**src/rtl/ase_pkg.sv**
```systemverilog
// Package for the ascending sort engine.
// Holds the beat structs and the control struct shared by the core and its cells.
// No dependencies.
package ase_pkg;

  localparam int unsigned ValueW = 32;

  typedef struct packed {
    logic signed [ValueW-1:0] value;
    logic                     last;
  } in_beat_t;

  typedef struct packed {
    logic signed [ValueW-1:0] value_res;
    logic                     last_res;
    logic                     overflow;
  } out_beat_t;

  typedef struct packed {
    logic                     ins;
    logic                     shl;
    logic signed [ValueW-1:0] value;
  } cell_ctl_t;

  typedef enum logic [1:0] {
    StLoad = 2'b01,
    StEmit = 2'b10
  } state_e;

endpackage

```
**src/rtl/ase_cell.sv**
```systemverilog
// One cell of the sorting chain: holds one element and trades it with its neighbors.
// Depends on ase_pkg.
module ase_cell (
  input  logic                                   clk_i,
  input  ase_pkg::cell_ctl_t                     ctl_i,
  input  logic                                   occ_i,
  input  logic signed [ase_pkg::ValueW-1:0]      left_val_i,
  input  logic                                   left_gt_i,
  input  logic signed [ase_pkg::ValueW-1:0]      right_val_i,
  output logic signed [ase_pkg::ValueW-1:0]      val_o,
  output logic                                   gt_o
);

  logic signed [ase_pkg::ValueW-1:0] val_q, val_d;

  // A free cell or one holding a larger value gives way to the new element.
  assign gt_o = !occ_i || (val_q > ctl_i.value);

  always_comb begin
    val_d = val_q;
    if (ctl_i.ins && gt_o) begin
      val_d = left_gt_i ? left_val_i : ctl_i.value;
    end else if (ctl_i.shl) begin
      val_d = right_val_i;
    end
  end

  always_ff @(posedge clk_i) begin
    val_q <= val_d;
  end

  assign val_o = val_q;

endmodule

```
**config.mk**
```make
export PLATFORM = sky130hd
export DESIGN_NAME = ase_cell
export DESIGN_NICKNAME = d
export VERILOG_FILES = /design/src/rtl/ase_pkg.sv /design/src/rtl/ase_cell.sv
export SDC_FILE = /design/constraint.sdc
export NUM_CORES = 1
export LEC_CHECK = 0
export ABC_AREA = 1
export BUFFER_PORTS_ARGS = -buffer_cell sky130_fd_sc_hd__buf_2
export CAP_MARGIN = 10
export CORE_MARGIN = 2
export CORE_UTILIZATION = 50
export CTS_CLUSTER_SIZE = 40
export DETAILED_ROUTE_END_ITERATION = 6
export PLACE_DENSITY = 0.95
export SKIP_LAST_GASP = 1
export SLEW_MARGIN = 20
export SYNTH_ARGS = -nofsm -noshare
export SYNTH_HDL_FRONTEND = slang
export SYNTH_SLANG_ARGS = --single-unit
```
**constraint.sdc**
```tcl
create_clock -name clk_i -period 4.7 [get_ports clk_i]
set_clock_uncertainty 0.05 [all_clocks]
set_input_delay 0.47 -clock clk_i [delete_from_list [all_inputs] [get_ports clk_i]]
set_output_delay 0.47 -clock clk_i [all_outputs]
set_load 0.01 [all_outputs]
```
After elaboration in Yosys (flattened, before gate mapping). Index checks and enable logic that the tools add are counted.

$mul: 0. Div/mod/pow operators: 0. Equality and inequality tests: 0. Order comparisons: 1. Mux-type cells: 3. Bitwise gates (word level): 0. Shift operators: 0. Reductions and logical operators: 4. Add/sub/neg operators: 0.

Operators by type and width (count): 2-to-1 mux 32 bit (3); greater-than comparator 32 bit (1); nonzero test 2 bit (1); logical AND 1 bit (1); zero test 1 bit (1); logical OR 1 bit (1).

Bits in latches: 0. Bits in read-only memories: 0. Output and inout port bits: 33. Register bits after elaboration: 32. Memories kept: 0. Memory bits (writable): 0.

Depth between registers and ports, before layout. Gate-level depths: netlist (run 1).

Depth after elaboration: 4. Gate-level depth with buffers: 20. Gate-level depth less buffers: 19.

Worst setup path before layout (run 1). No wires, ideal clock.

Kind: in2reg. From: in ctl_i[31] (netlist name). To: reg val_q, in the netlist val_o[0], enable pin. Path buffers: 1. Arrival time: 2.511 ns. Required time: 4.261 ns. Library setup time: 0.389 ns. Stages: 13. Slack: 1.750 ns. Cell sequence: inv_1 -> ha_1 -> nand2_1 -> nor2_2 -> nand2_1 -> nor3b_2 -> nand2_1 -> nand3_1 -> nand3_2 -> nand2_4 -> nand2_4 -> buf_6 -> nand2_1.

Word-level cells in the longest chain between the ends: 4.

RTL lines: start, declared (line ase_cell.sv:5) `input ase_pkg::cell_ctl_t ctl_i,`; greater-than comparator 32 bit (line ase_cell.sv:17) `assign gt_o = !occ_i || (val_q > ctl_i.value);`; logical OR 1 bit (line ase_cell.sv:17); logical AND 1 bit (line ase_cell.sv:21) `if (ctl_i.ins && gt_o) begin`; nonzero test 2 bit (no line); end signal, assigned (line ase_cell.sv:29) `val_q <= val_d;`; end, declared (line ase_cell.sv:14) `logic signed [ase_pkg::ValueW-1:0] val_q, val_d;`.

Every way passes these cells. A chain may end at the register's enable or synchronous reset.

Worst setup path in the final report (run 1).
From: reg val_q, in the netlist val_o[23]. To: reg val_q, in the netlist val_o[7], enable pin.

Word-level cells in the longest chain between the ends: 4.

RTL lines (line): greater-than comparator 32 bit (ase_cell.sv:17); logical OR 1 bit (ase_cell.sv:17); logical AND 1 bit (ase_cell.sv:21); nonzero test 2 bit (no line).

Every way passes these cells.

==> results of run 1 <==
## stage by stage
stage                     hold slack, ns   util  instance area, um2
after global placement             0.684  0.648                3330
final                              0.413  0.661                3400
after floorplan                    0.599      -                2670
after global routing               0.415  0.661                3400
after detailed placement           0.688  0.648                3330
after CTS                          0.406  0.661                3400
## worst max-delay path: stages, from the launching register on
cell and delay (ns):
edfxtp_1 0.41, ha_1 0.32, nand2_1 0.08, nor2_1 0.20, nand3_1 0.11, nor3b_2 0.17, nand2_1 0.08, nand3_1 0.08
nand3_2 0.10, nand2_4 0.32, nand2_4 0.30, nand2_1 0.14, buf_4 0.39
## synthesized netlist by cell type
library cell  instances  area (um2)
buf_4                 3        22.5
nand3_1              35         175
nor3b_2               1        12.5
nor2_1                9        33.8
o21ai_0              33         165
clkbuf_1             10        37.5
nand2_4               2        22.5
nor2_2                1        6.26
o21a_1                2        15.0
inv_1                42         158
edfxtp_1             32         961
nand3_2               1        10.0
buf_6                 3        33.8
a21o_1                1        7.51
buf_2                 1        5.00
ha_1                 32         400
nand4_1               2        12.5
a21oi_1              14        70.1
mux2_2                1        11.3
nand2_1             135         507
## cell usage in the layout (no fill, tap or decap), types with 2 or more instances in the layout
cell,instances
buf_2,133
ha_1,32
inv_1,42
nand3_1,35
clkbuf_8,5
a21oi_1,14
o21ai_0,33
o21a_1,2
nand4_1,2
nand2_1,135
nor2_1,9
edfxtp_1,32
nand2_4,2
## where the power goes
part / internal [W] / switching, W / total [W]
Sequential: 0.000376 / 0.0000255 / 0.000402
Combinational: 0.000148 / 0.000215 / 0.000364
Clock: 0.0000952 / 0.0000874 / 0.000183
## final cells by class
type,instances,area [um2],area share
clock buffers,5,68.8,0.0203
inverters,42,158,0.0464
multi-input cells,269,1450,0.427
well taps,70,87.6,0.0258
flip-flops and latches,32,961,0.283
repair buffers,134,673,0.198
## kinds of logic after synthesis
family          after synthesis  synth area share
simple gates                186             0.292
fa+ha+maj                    32             0.150
compound gates               50            0.0967
buf+inv                      59            0.0962
mux                           1           0.00422
flops                        32             0.360
## how the worst max path moves through the flow
stage / slack (ns) / start / cells after the start / end
after floorplan: 1.75 / ctl_i[31] / 13 / val_o[0]$_DFFE_PP_
after global placement: 1.56 / ctl_i[23] / 14 / val_o[9]$_DFFE_PP_
after detailed placement: 1.41 / ctl_i[23] / 14 / val_o[9]$_DFFE_PP_
after CTS: 1.59 / val_o[23]$_DFFE_PP_ / 12 / val_o[11]$_DFFE_PP_
after global routing: 1.36 / val_o[23]$_DFFE_PP_ / 12 / val_o[11]$_DFFE_PP_
final: 1.59 / val_o[23]$_DFFE_PP_ / 12 / val_o[7]$_DFFE_PP_
## metal layers
metal | global-route usage | up-vias | wire length, um | share of wire
met5 | 0 | - | 0 | 0
met4 | 0.0696 | 0 | 109 | 0.016
met3 | 0.0329 | 11 | 449 | 0.065
met2 | 0.438 | 115 | 3460 | 0.50
met1 | 0.273 | 1254 | 2850 | 0.42
li1 | - | 1424 | - | -
==> reports/results.txt, run 1 <==
Net count after synthesis: 493
Setup WS pre-CTS: 1.41 ns
Fin crit period: 3.11 ns
Rows: 26
Critical path data required time: 4.58 ns
Drt initial violations: 162
Vias: 2804
Hold Path Stages: 3
Setup CP Type: reg2reg
CTS tree: done
Residual DRC count: 0
Clock latency at the later pin of the worst-skew pair: 0.27 ns
Non-filler instance count after layout: 552
R2r startpoint: val_o[23]$_DFFE_PP_
Post-CTS Setup Repair Bufs: 0
Status: completed
DIE AREA: 5930 um2
Setup crit start kind: register
Tcrit/Tclk final: 0.661
CTS resizes: 0
Die height: 77.0 um
Io pins: 134
Hold worst-path end: val_o[17]$_DFFE_PP_
I/O Buffers: 133
Max-cap violations: 0
Mapped Area: 2670 um2
Routability congestion estimate from global placement: 0.806
Worst r2r dst: val_o[7]$_DFFE_PP_
Final Setup Violations: 0
Maximum vdd drop: 0.162 mV
Worst Path Max Fanout: 34
Syn avg cell area: 7.41 um2
Synth cell types: 20
CTS Hold Bufs: 0
Grt ovf: 0
Area growth from synthesis to layout: 27.4%
Worst endpoint data arrival time: 2.98 ns
Reg2Reg Setup Slack: 1.59 ns
Fmax: 322 MHz
Maximum buffer depth of the clock tree: 2
Post-route ant nets: 0
DRT Wirelength: 6870 um
Fillcell total: 464
Die width: 77.0 um
Starting Density: 0.519
Gr usage total: 0.233
P_leak: 1.94 nW
FF-to-FF path depth: 12
Ys Warns: 0
Flops & latches, synth: 32
Fin. max-slew vios: 0
Post-route worst setup slack: 1.59 ns
Clock sink count: 32
Hpwl dp: 5300 um
Type of the tightest min-delay check: in2reg
Pwr/cell area: 279 nW/um2
Worst Tran Pin Value: 0.927 ns
Core area: 5140 um2
Pwr Total: 0.000948 W
Htree depth: 2
Sequential area share after synthesis: 0.360
Cell count after synthesis: 360
CTS Root Cell: clkbuf_8
Worst Setup End Kind: register
Final hold violations: 0
Number of flip-flops in the largest register: 32
Via density: 5.08
Worst-path clk slew: 0.06 ns
First-pass GRT wire length: 11400 um
Setup TNS: 0 ns
Initial antenna violation count: 0
Vias in the first global route: 2718
Largest net degree at the start of global routing: 64
Relative slew slack: 0.382
TritonCTS buffer count: 5
# diodes: 0
DRT Pass-1 Iters: 4
Unrepaired setup endpoints after global routing: false
Nets: 617
WL/cell: 12.5 um
Placed instance count: 547
Hold path startpoint: right_val_i[17]
Layout cells sized above 1: 0.301
Note: power is estimated with default switching activity, not from simulation.
==> run 2: changes to the inputs <==
--- a/config.mk
+++ b/config.mk
@@ -5,14 +5,14 @@
 export SDC_FILE = /design/constraint.sdc
 export NUM_CORES = 1
 export LEC_CHECK = 0
-export ABC_AREA = 1
+export ABC_AREA = 0
 export BUFFER_PORTS_ARGS = -buffer_cell sky130_fd_sc_hd__buf_2
 export CAP_MARGIN = 10
 export CORE_MARGIN = 2
-export CORE_UTILIZATION = 50
+export CORE_UTILIZATION = 42
 export CTS_CLUSTER_SIZE = 40
 export DETAILED_ROUTE_END_ITERATION = 6
-export PLACE_DENSITY = 0.95
+export PLACE_DENSITY = 0.86
 export SKIP_LAST_GASP = 1
 export SLEW_MARGIN = 20
 export SYNTH_ARGS = -nofsm -noshare
==> constraint.sdc (replaced) <==
create_clock -name clk_i -period 2.74 [get_ports clk_i]
set_clock_uncertainty 0.05 [all_clocks]
set_input_delay 0.274 -clock clk_i [delete_from_list [all_inputs] [get_ports clk_i]]
set_output_delay 0.274 -clock clk_i [all_outputs]
set_load 0.01 [all_outputs]
==> reports/results.txt, run 2 <==
Ys Warns: 0
Core area: 6240 um2
Clock latency at the later pin of the worst-skew pair: 0.28 ns
Met2 Track Usage GR: 0.372
Clock sink count: 32
# diodes: 0
Max-cap violations: 0
Fmax: 340 MHz
Final Setup Violations: 65
Clock share of power: 0.162
Setup CP Type: reg2reg
Most common cell after layout, fill and taps aside: buf_2
Hold worst-path end: val_o[21]$_DFFE_PP_
Hold path startpoint: right_val_i[21]
Io pins: 134
Final core utilization: 0.623
Gr usage total: 0.200
Die height: 83.8 um
Worst r2r dst: val_o[0]$_DFFE_PP_
Setup WS pre-CTS: -0.176 ns
Flops & latches, synth: 32
Maximum buffer depth of the clock tree: 2
Type of the tightest min-delay check: in2reg
Number of flip-flops in the largest register: 32
Nets: 565
Tcrit/Tclk final: 1.07
Synth cell types: 29
Initial antenna violation count: 0
Die width: 83.8 um
Commonest cells in the synthesized netlist: nand2_1, inv_1, o21ai_0
Htree depth: 2
Fin crit period: 2.94 ns
Post-synth EDFFs: 32
CTS tree: done
Status: finished with violations
Post-synth top area cell: edfxtp_1
Top-area cell type share of the netlist area: 0.359
Asr flop ratio synth: 0
Rows: 29
Top-count cell post-synth: nand2_1
DRT Wirelength: 7130 um
Cell count after synthesis: 263
Hold Path Stages: 2
Worst-path clk slew: 0.07 ns
CTS Hold Bufs: 0
P_int: 0.00143 W
Worst Tran Pin Value: 0.921 ns
Logic pwr share: 0.484
GR met3 Demand/Resource: 0.0366
Critical path data required time: 2.72 ns
Violated checks: negative setup slack
Vias: 2527
Syn avg cell area: 10.2 um2
Via density: 4.95
Setup crit start kind: register
Worst Setup End Kind: register
DIE AREA: 7030 um2
Net count after synthesis: 396
Pwr/cell area: 547 nW/um2
Sequential power share: 0.354
CTS Root Cell: clkbuf_8
Reg2Reg Setup Slack: -0.20 ns
Fin. max-slew vios: 0
Grt ovf: 0
WL/cell: 14.0 um
First-pass GRT wire length: 11300 um
Commonest non-fill, non-tap cells in the layout: buf_2, nand2_1, inv_1, o21ai_0
Mapped Area: 2680 um2
Met1 GRT Util: 0.233
Primary FF master, synth: edfxtp_1
Pwr Total: 0.00213 W
Vias in the first global route: 2599
Relative slew slack: 0.386
Largest net degree at the start of global routing: 64
Post-route worst setup slack: -0.198 ns
Worst endpoint data arrival time: 2.92 ns
Post-route ant nets: 0
Most crowded layer after global routing: met2
P_leak: 2.01 nW
Fillcell total: 516
Maximum vdd drop: 0.293 mV
TritonCTS buffer count: 5
Layout cells sized above 1: 0.524
R2r startpoint: val_o[25]$_DFFE_PP_
Routability congestion estimate from global placement: 0.837
Unrepaired setup endpoints after global routing: true
Drt initial violations: 53
Leading post-synthesis cells by cell area: edfxtp_1, mux2_4, ha_1, o21ai_0, nand2_1
Area growth from synthesis to layout: 45.3%
DRT Pass-1 Iters: 4
Final hold violations: 0
Residual DRC count: 0
Hpwl dp: 5520 um
Psw: 0.000700 W
Setup TNS: -8.92 ns
I/O Buffers: 133
Hold_ws: 0.244 ns
FF-to-FF path depth: 9
Sequential area share after synthesis: 0.359
Worst Path Max Fanout: 8
Starting Density: 0.429
Switch share: 0.329
## run 2: how the worst max path moves through the flow
stage,startpoint,to,cells past startpoint
3_5_place_dp,val_o[25]$_DFFE_PP_,val_o[19]$_DFFE_PP_,9
5_1_grt,val_o[26]$_DFFE_PP_,val_o[1]$_DFFE_PP_,11
4_1_cts,val_o[26]$_DFFE_PP_,val_o[17]$_DFFE_PP_,9
3_3_place_gp,val_o[27]$_DFFE_PP_,val_o[20]$_DFFE_PP_,9
2_1_floorplan,val_o[27]$_DFFE_PP_,val_o[0]$_DFFE_PP_,9
6_report,val_o[25]$_DFFE_PP_,val_o[0]$_DFFE_PP_,9
## run 2: area by class of cell
type	instances	area, um2	share of cell area
Clock buffer	7	76.3	0.0196
Clock inverter	1	3.75	0.000965
Inverter	35	131	0.0338
Multi-Input combinational cell	188	1660	0.426
Sequential cell	32	961	0.247
Tap cell	77	96.3	0.0248
Timing Repair Buffer	170	962	0.247
## run 2: logic make-up after synthesis
kind of cell	share of synthesized area
AND/OR/NAND/NOR	0.109
AO/OA/AOI/OAI	0.131
buffers and inverters	0.0720
multiplexers	0.180
adder cells (fa/ha/maj)	0.150
flip-flops	0.359
## run 2: layer usage
layer | wire length [um] | share of wire
met5 | 0 | 0
met4 | 92 | 0.013
met3 | 394 | 0.055
met2 | 3640 | 0.51
met1 | 3000 | 0.42
## run 2: what timing repair did
| action | in CTS | in global routing |
|---|---|---|
| endpoints found under the setup margin | 65 | 65 |
| gates resized for setup | 13 | 5 |
| buffers inserted | 7 | 3 |
| pin swaps | 5 | 5 |
| gates cloned | 1 | 1 |
## run 2: power groups by stage
stage               Clock (W)  Sequential (W)  Combinational, W
floorplan                   0        0.000800          0.000525
global placement            0        0.000751          0.000907
detailed placement          0        0.000758          0.000938
CTS                  0.000353        0.000752           0.00100
global route         0.000375        0.000765           0.00115
finish               0.000344        0.000752           0.00103
## run 2: per-stage QoR
stage / cells / instance area (um2)
finish: 510 / 3890
global route: 510 / 3890
CTS: 506 / 3820
detailed placement: 490 / 3610
global placement: 490 / 3610
floorplan: 263 / 2700
## run 2: worst max-delay path, cell delays in order (launching register included)
cell	delay, ns
edfxtp_1	0.44
ha_4	0.31
nand4_1	0.13
or4_4	0.56
nand2b_4	0.16
and3_4	0.18
o21ai_1	0.13
o311ai_4	0.22
buf_6	0.21
mux2_4	0.30
==> run 3: changes to the inputs <==
--- a/config.mk
+++ b/config.mk
@@ -5,7 +5,7 @@
 export SDC_FILE = /design/constraint.sdc
 export NUM_CORES = 1
 export LEC_CHECK = 0
-export ABC_AREA = 0
+export ABC_AREA = 1
 export BUFFER_PORTS_ARGS = -buffer_cell sky130_fd_sc_hd__buf_2
 export CAP_MARGIN = 10
 export CORE_MARGIN = 2
==> reports/results.txt, run 3 (synthesis results as in run 1) <==
Status: completed
Worst Setup End Kind: register
Final Setup Violations: 0
Hold_ws: 0.214 ns
Layout cells sized above 1: 0.308
Htree depth: 2
Worst Path Max Fanout: 17
Via density: 5.00
Hpwl dp: 5850 um
GR met3 Demand/Resource: 0.0415
Type of the tightest min-delay check: in2reg
Drt initial violations: 92
Unrepaired setup endpoints after global routing: true
Setup CP Type: reg2reg
Most common cell after layout, fill and taps aside: nand2_1
Worst endpoint data arrival time: 2.44 ns
Reg2Reg Setup Slack: 0.22 ns
P_leak: 1.96 nW
Largest net degree at the start of global routing: 37
Worst-path clk slew: 0.07 ns
Non-filler instance count after layout: 567
Clock share of power: 0.204
Sequential power share: 0.413
Die width: 83.7 um
Commonest non-fill, non-tap cells in the layout: nand2_1, buf_2, inv_1
Clock latency at the later pin of the worst-skew pair: 0.28 ns
Fmax: 397 MHz
Fin. max-slew vios: 0
Vias: 2836
First-pass GRT wire length: 11700 um
Placed instance count: 559
Routability congestion estimate from global placement: 0.898
Logic pwr share: 0.383
DIE AREA: 7000 um2
Residual DRC count: 0
Psw: 0.000589 W
Number of flip-flops in the largest register: 32
CTS Root Cell: clkbuf_8
Rows: 29
Met1 GRT Util: 0.241
CTS resizes: 0
Grt ovf: 0
Post-CTS Setup Repair Bufs: 0
Fin crit period: 2.52 ns
# diodes: 0
CTS Hold Bufs: 0
Clock sink count: 32
Most crowded layer after global routing: met2
Switch share: 0.351
WL/cell: 12.9 um
Setup crit start kind: register
Core area: 6240 um2
Maximum vdd drop: 0.233 mV
I/O Buffers: 133
Io pins: 134
TritonCTS buffer count: 5
Critical path data required time: 2.66 ns
Maximum buffer depth of the clock tree: 2
Worst Tran Pin Value: 0.539 ns
Final hold violations: 0
CTS tree: done
Pwr/cell area: 484 nW/um2
Tcrit/Tclk final: 0.920
P_int: 0.00109 W
Post-route ant nets: 0
Gr usage total: 0.205
Die height: 83.7 um
Area growth from synthesis to layout: 29.7%
Starting Density: 0.427
Nets: 622
Met2 Track Usage GR: 0.370
Relative slew slack: 0.641
DRT Wirelength: 7300 um
Initial antenna violation count: 0
Vias in the first global route: 2765
DRT Pass-1 Iters: 4
Max-cap violations: 0
==> run 3: changes by cell type in the layout (fill, tap and decap cells not counted), moves of 7 or more <==
cell     previous run  this run
inv_1              35        42
mux2_4             30         0
nand2_1            40       134
nand3_1             3        35
buf_4              32         6
nor2_1              0         9
==> run 3: stage by stage <==
step                       util  setup slack (ns)   TNS, ns  instance area [um2]  total power [W]
final                     0.554             0.219         0                 3460          0.00167
after global routing      0.554          -0.00126  -0.00741                 3460          0.00180
after CTS                 0.554             0.210         0                 3460          0.00169
after detailed placement  0.541             0.215         0                 3380          0.00134
after global placement    0.541             0.289         0                 3380          0.00131
after floorplan               -             0.144         0                 2670          0.00110
==> run 3: path summary, 6_finish.rpt <==
kind,depth (start not counted),start,end
worst max-delay path,12,val_o[23]$_DFFE_PP_,val_o[11]$_DFFE_PP_
worst min-delay path,3,right_val_i[18],val_o[18]$_DFFE_PP_
worst max register to register,12,val_o[23]$_DFFE_PP_,val_o[11]$_DFFE_PP_
worst min register to register,7,val_o[31]$_DFFE_PP_,val_o[26]$_DFFE_PP_
==> run 3: power groups by stage <==
stage / Combinational (W) / Clock [W] / Sequential [W]
detailed placement: 0.000642 / 0 / 0.000702
finish: 0.000642 / 0.000342 / 0.000691
floorplan: 0.000369 / 0 / 0.000733
CTS: 0.000646 / 0.000353 / 0.000692
global route: 0.000723 / 0.000375 / 0.000700
global placement: 0.000617 / 0 / 0.000697
==> run 3: cell type report <==
class,count,area [um2]
Tap cell,77,96.3
Clock inverter,1,3.75
Timing Repair Buffer,139,711
Clock buffer,7,76.3
Multi-Input combinational cell,269,1450
Inverter,42,158
Sequential cell,32,961
Fill cell,606,2780
==> run 3: critical path, cell delays in order, from the launching register on <==
cell and delay [ns]:
edfxtp_1 0.41, ha_1 0.33, nand2_1 0.07, nor2_1 0.18, nand3_1 0.11, nor3b_2 0.16
nand2_1 0.08, nand3_1 0.08, nand3_2 0.10, nand2_4 0.14, nand2_4 0.16, nand2_2 0.10
buf_4 0.24
==> run 3: metal layers <==
layer / vias up / wire, um
met5: - / 0
met4: 0 / 115
met3: 11 / 483
met2: 112 / 3720
met1: 1278 / 2990
li1: 1435 / -
